File: src/sv/dfs_pkg.sv
// Shared types and constants for the depth-first finish-order block.
// Used by dfs_adj_mem and dfs_finish_time_order.
package dfs_pkg;
	localparam int MaxVertices = 64;
	localparam int VW = $clog2(MaxVertices);   // vertex index width
	localparam int CW = VW + 1;                 // count width (0..MaxVertices)

	localparam logic [1:0] REQ_ADD   = 2'd0;
	localparam logic [1:0] REQ_RUN   = 2'd1;
	localparam logic [1:0] REQ_CLEAR = 2'd2;

	typedef struct packed {
		logic [1:0] req_type;
		logic [5:0] src_vertex;
		logic [5:0] dst_vertex;
	} req_t;

	typedef struct packed {
		logic [5:0] vertex_id;
		logic [7:0] finish_stamp;
		logic       last_result;
	} rsp_t;

	typedef logic [MaxVertices-1:0] row_t;
endpackage

File: src/sv/dfs_adj_mem.sv
// Adjacency bit matrix: one row per source vertex, synchronous read.
// Per-row valid flags give an instant clear; depends on dfs_pkg.
module dfs_adj_mem (
	input  logic                clk,
	input  logic                arst_n,
	input  logic                clr,
	input  logic                wr_en,
	input  logic [dfs_pkg::VW-1:0] wr_addr,
	input  dfs_pkg::row_t       wr_data,
	input  logic [dfs_pkg::VW-1:0] rd_addr,
	output dfs_pkg::row_t       rd_data
);
	import dfs_pkg::*;

	row_t                   mem [MaxVertices];
	logic [MaxVertices-1:0] vld_q;
	row_t                   rdat_s1;
	logic                   rvld_s1;

	always_ff @(posedge clk) begin
		if (wr_en) begin
			mem[wr_addr] <= wr_data;
		end
		rdat_s1 <= mem[rd_addr];
	end

	always_ff @(posedge clk or negedge arst_n) begin
		if (!arst_n) begin
			vld_q   <= '0;
			rvld_s1 <= 1'b0;
		end else begin
			rvld_s1 <= vld_q[rd_addr];
			if (clr) begin
				vld_q <= '0;
			end else if (wr_en) begin
				vld_q[wr_addr] <= 1'b1;
			end
		end
	end

	// rows never written since the last clear read as empty
	assign rd_data = rvld_s1 ? rdat_s1 : '0;
endmodule
File: config.mk
export PLATFORM = sky130hd
export DESIGN_NAME = dfs_adj_mem
export DESIGN_NICKNAME = d
export VERILOG_FILES = /design/src/sv/dfs_pkg.sv /design/src/sv/dfs_adj_mem.sv
export SDC_FILE = /design/constraint.sdc
export NUM_CORES = 2
export LEC_CHECK = 0
export ABC_CLOCK_PERIOD_IN_PS = 3600
export BUFFER_PORTS_ARGS = -buffer_cell sky130_fd_sc_hd__buf_2
export CAP_MARGIN = 20
export CELL_PAD_IN_SITES_DETAIL_PLACEMENT = 0
export CELL_PAD_IN_SITES_GLOBAL_PLACEMENT = 1
export CORE_ASPECT_RATIO = 1.75
export CORE_MARGIN = 2
export CORE_UTILIZATION = 32
export CTS_CLUSTER_DIAMETER = 40
export CTS_CLUSTER_SIZE = 12
export DETAILED_ROUTE_END_ITERATION = 16
export HOLD_SLACK_MARGIN = 0.15
export PLACE_DENSITY_LB_ADDON = 0.1
export SLEW_MARGIN = 10
export SYNTH_ARGS = -nofsm -noshare
export SYNTH_HDL_FRONTEND = slang
export SYNTH_SLANG_ARGS = --single-unit
export TNS_END_PERCENT = 20
File: constraint.sdc
create_clock -name clk -period 3.6 [get_ports clk]
set_clock_uncertainty 0.2 [all_clocks]
set_input_delay 0.36 -clock clk [delete_from_list [all_inputs] [get_ports clk]]
set_output_delay 0.36 -clock clk [all_outputs]
set_load 0.05 [all_outputs]
==> impl_summary.txt <==
----------------------------------------------------
[Outcome]
  Run status ... completed

[Clock network]
  Clock sink count ... 4225
  Clock transition at the registers of the reported paths ... 60 ps
  Worst-Skew Late Latency ... 1060 ps
  Maximum number of buffers from clock root to sink ... 4
  Total CTS buffers ... 469
  Clock tree from TritonCTS ... built
  Maximum level of the CTS H-tree ... 5
  Clock tree root buffer cell ... sky130_fd_sc_hd__clkbuf_16
  Post-CTS setup buffer count ... 0

[Worst setup path]
  Worst Reg-to-Reg Cells ... 5
  Crit-path cells ... buf_12, and2_1, buf_2
  Critical path class ... reg -> out
  Data required, critical path ... 3040 ps
  Worst setup EP type ... output pin
  Origin of the critical flop-to-flop path ... mem[47][45]$_DFFE_PP_
  Worst reg2reg path endpoint ... rdat_s1[45]$_DFF_P_
  Number of buffers and inverters on the critical path ... 2
  Delay of the slowest critical-path stage ... 790 ps
  CP top delay family ... flip-flops
  Origin of the worst setup path ... rvld_s1$_DFF_PN0_
  Highest fanout seen on the critical path ... 29
  Critical path's slowest cell ... sky130_fd_sc_hd__dfrtp_4
  Type of origin of the critical path ... flip-flop
  Arrival @ worst endpoint ... 2880 ps
  Worst-case register-to-register setup slack ... 1150 ps

[Route]
  Total number of vias ... 79600
  Post-DR wirelength/cell ... 39.3 um
  First drt pass iteration count ... 5
  Wire length after detailed routing ... 577000 um
  Final antenna-violating net count ... 0
  Drc violations ... 0
  Via density per instance ... 5.42
  Iteration-0 DRC count of the detailed router ... 7889

[Hold path]
  Worst min-delay path category ... in -> reg
  Worst Hold Depth ... 2
  End of the worst hold path ... mem[39][0]$_DFFE_PP_
  HP Start ... wr_data[0]

[Placement]
  Count of buffers inserted at the top-level ports ... 143
  Gpl congestion ... 0.769
  HPWL after DPL ... 341000 um
  Total placed cells including tap cells ... 13700

[Die]
  Core Area ... 495000 sq um
  DIE AREA ... 503000 sq um
  Die outline width ... 537 um
  Die H ... 937 um
  Number of core rows ... 342
  Initial standard-cell utilization of the core ... 32.1%
  Boundary pin count ... 144

[Timing]
  Maximum operating frequency ... 291 MHz
  Number of max-slew violations in the final report ... 0
  Share of the clock period used by the worst path after layout ... 95.4%
  Setup violation total in the final timing report ... 0
  Post-layout min period ... 3440 ps
  Final Hold Fails ... 0
  Worst hold margin ... 143 ps
  Worst Tran Pin Value ... 1100 ps
  Setup repair after global routing missed its margin ... false
  Max_slew headroom ... 26.3%

[Global routing]
  Antenna violations before repair ... 43
  Maximum number of pins on one net before global-route repair ... 70
  First-pass GRT wire length ... 773000 um
  GRT overflow ... 0
  Number of global-route vias before repair ... 84300
  Total global routing track utilization ... 22.8%

[Power]
  Maximum vdd ir drop ... 0.000472 V
  Leakage power ... 60.4 nW
  Power density of the placed cells ... 569 nW/um^2

[Layout]
  Nets ... 7833
  Growth of design area from synthesis to finish ... 20.4%
  Commonest non-fill, non-tap cell in the layout ... sky130_fd_sc_hd__edfxtp_1
  Filler cell count in the final layout ... 44200
  Fraction of layout cells with a size suffix above 1 ... 31.5%
  Highest-count cells in the layout ignoring fill and taps ... sky130_fd_sc_hd__edfxtp_1 (4096), sky130_fd_sc_hd__mux4_2 (1040), sky130_fd_sc_hd__clkbuf_16 (474), sky130_fd_sc_hd__buf_12 (303), sky130_fd_sc_hd__buf_4 (299)
  Number of cells in the finished layout apart from fillers ... 14700

[Synth]
  Sequential-to-total area share from yosys stat ... 79.2%
  Number of synthesized register bits ... 4225
  Yosys cell types ... 39
  Netlist area before placement ... 159000 sq um
  Avg Cell Area, Syn ... 23.3 sq um
  FFs w/ async S/R, synth ... 1.54%
  Post-Synthesis Net Count ... 6897
  Main flop type after synthesis ... sky130_fd_sc_hd__edfxtp_1
  Number of enable flip-flop cells after synthesis ... 4096
  Gate count after technology mapping ... 6817
  Warnings, synthesis ... 0

[Run]
  Number of maximum-capacitance violations ... 0

----------------------------------------------------
## cells by family after synthesis
family	count (synthesis)	synth area share, %
compound gates	587	2.80
buf+inv	405	1.31
flops	4225	79.2
mux	1134	15.3
simple gates	466	1.40
## metrics by stage
stage / TNS (ps) / utilization, % / area (sq um) / power [mW] / worst slack (ps)
after global routing: 0 / 38.7 / 192000 / 112 / 146
final: 0 / 38.7 / 192000 / 109 / 165
after detailed placement: 0 / 35.1 / 174000 / 61.4 / 306
after floorplan: -2852660 / - / 159000 / 58.3 / -954
after CTS: 0 / 38.4 / 190000 / 110 / 80.8
after global placement: 0 / 35.1 / 174000 / 61.3 / 318
## synthesized netlist by cell type, types with 64 or more instances
| library cell | count | area share [%] |
|---|---|---|
| sky130_fd_sc_hd__o221ai_1 | 65 | 0.36 |
| sky130_fd_sc_hd__dfxtp_1 | 64 | 0.81 |
| sky130_fd_sc_hd__nand3_1 | 131 | 0.41 |
| sky130_fd_sc_hd__clkbuf_1 | 146 | 0.34 |
| sky130_fd_sc_hd__o211a_1 | 65 | 0.41 |
| sky130_fd_sc_hd__mux4_2 | 1040 | 15 |
| sky130_fd_sc_hd__o22ai_1 | 101 | 0.40 |
| sky130_fd_sc_hd__dfrtp_1 | 65 | 1.0 |
| sky130_fd_sc_hd__nor2_1 | 226 | 0.53 |
| sky130_fd_sc_hd__a22oi_1 | 260 | 1.2 |
| sky130_fd_sc_hd__edfxtp_1 | 4096 | 77 |
| sky130_fd_sc_hd__and2_1 | 67 | 0.26 |
| sky130_fd_sc_hd__mux2i_1 | 94 | 0.59 |
| sky130_fd_sc_hd__buf_2 | 164 | 0.52 |
## area by class of cell
class	instances	area, sq um	area share (%)
multi-input combinational	2187	31600	16.5
tap	6536	8180	4.27
timing repair buffer	866	10300	5.40
sequential	4225	126000	65.7
inverter	4	16.3	0.00849
clock inverter	226	2750	1.43
clock buffer	613	12600	6.60
antenna	21	52.6	0.0274
## routing by layer
layer  vias to the layer above  GRT usage [%]  share of wire, %
li1                      31200              -                 -
met1                     45100           28.5                39
met2                      2445           41.6                53
met3                       731           2.46               4.3
met4                         8           6.00               3.0
met5                         -              0            0.0097
## how the worst max path moves through the flow
stage	endpoint	slack (ps)	depth (start not counted)
final	rd_data[23]	160	3
after global routing	rd_data[23]	150	3
after CTS	rd_data[43]	80	3
after detailed placement	mem[16][19]$_DFFE_PP_	310	4
after global placement	mem[16][19]$_DFFE_PP_	320	4
after floorplan	mem[35][0]$_DFFE_PP_	-950	4
## where the power goes
group	switching, mW	internal (mW)
Combinational	3.69	2.13
Sequential	0.260	54.4
Clock	20.5	28.0
Total	24.5	84.5
## repair_timing
| action | 4_1_cts | 5_1_grt |
|---|---|---|
| endpoints found under the hold margin | 4775 | 313 |
| hold buffers | 95 | 28 |
| gates resized for setup | 0 | 0 |
## sequential cells by signal, summed over array words and instances (netlist names)
register,count
mem,4096
vld_q,64
rdat_s1,64
rvld_s1,1
(Power assumes the default switching activity.)
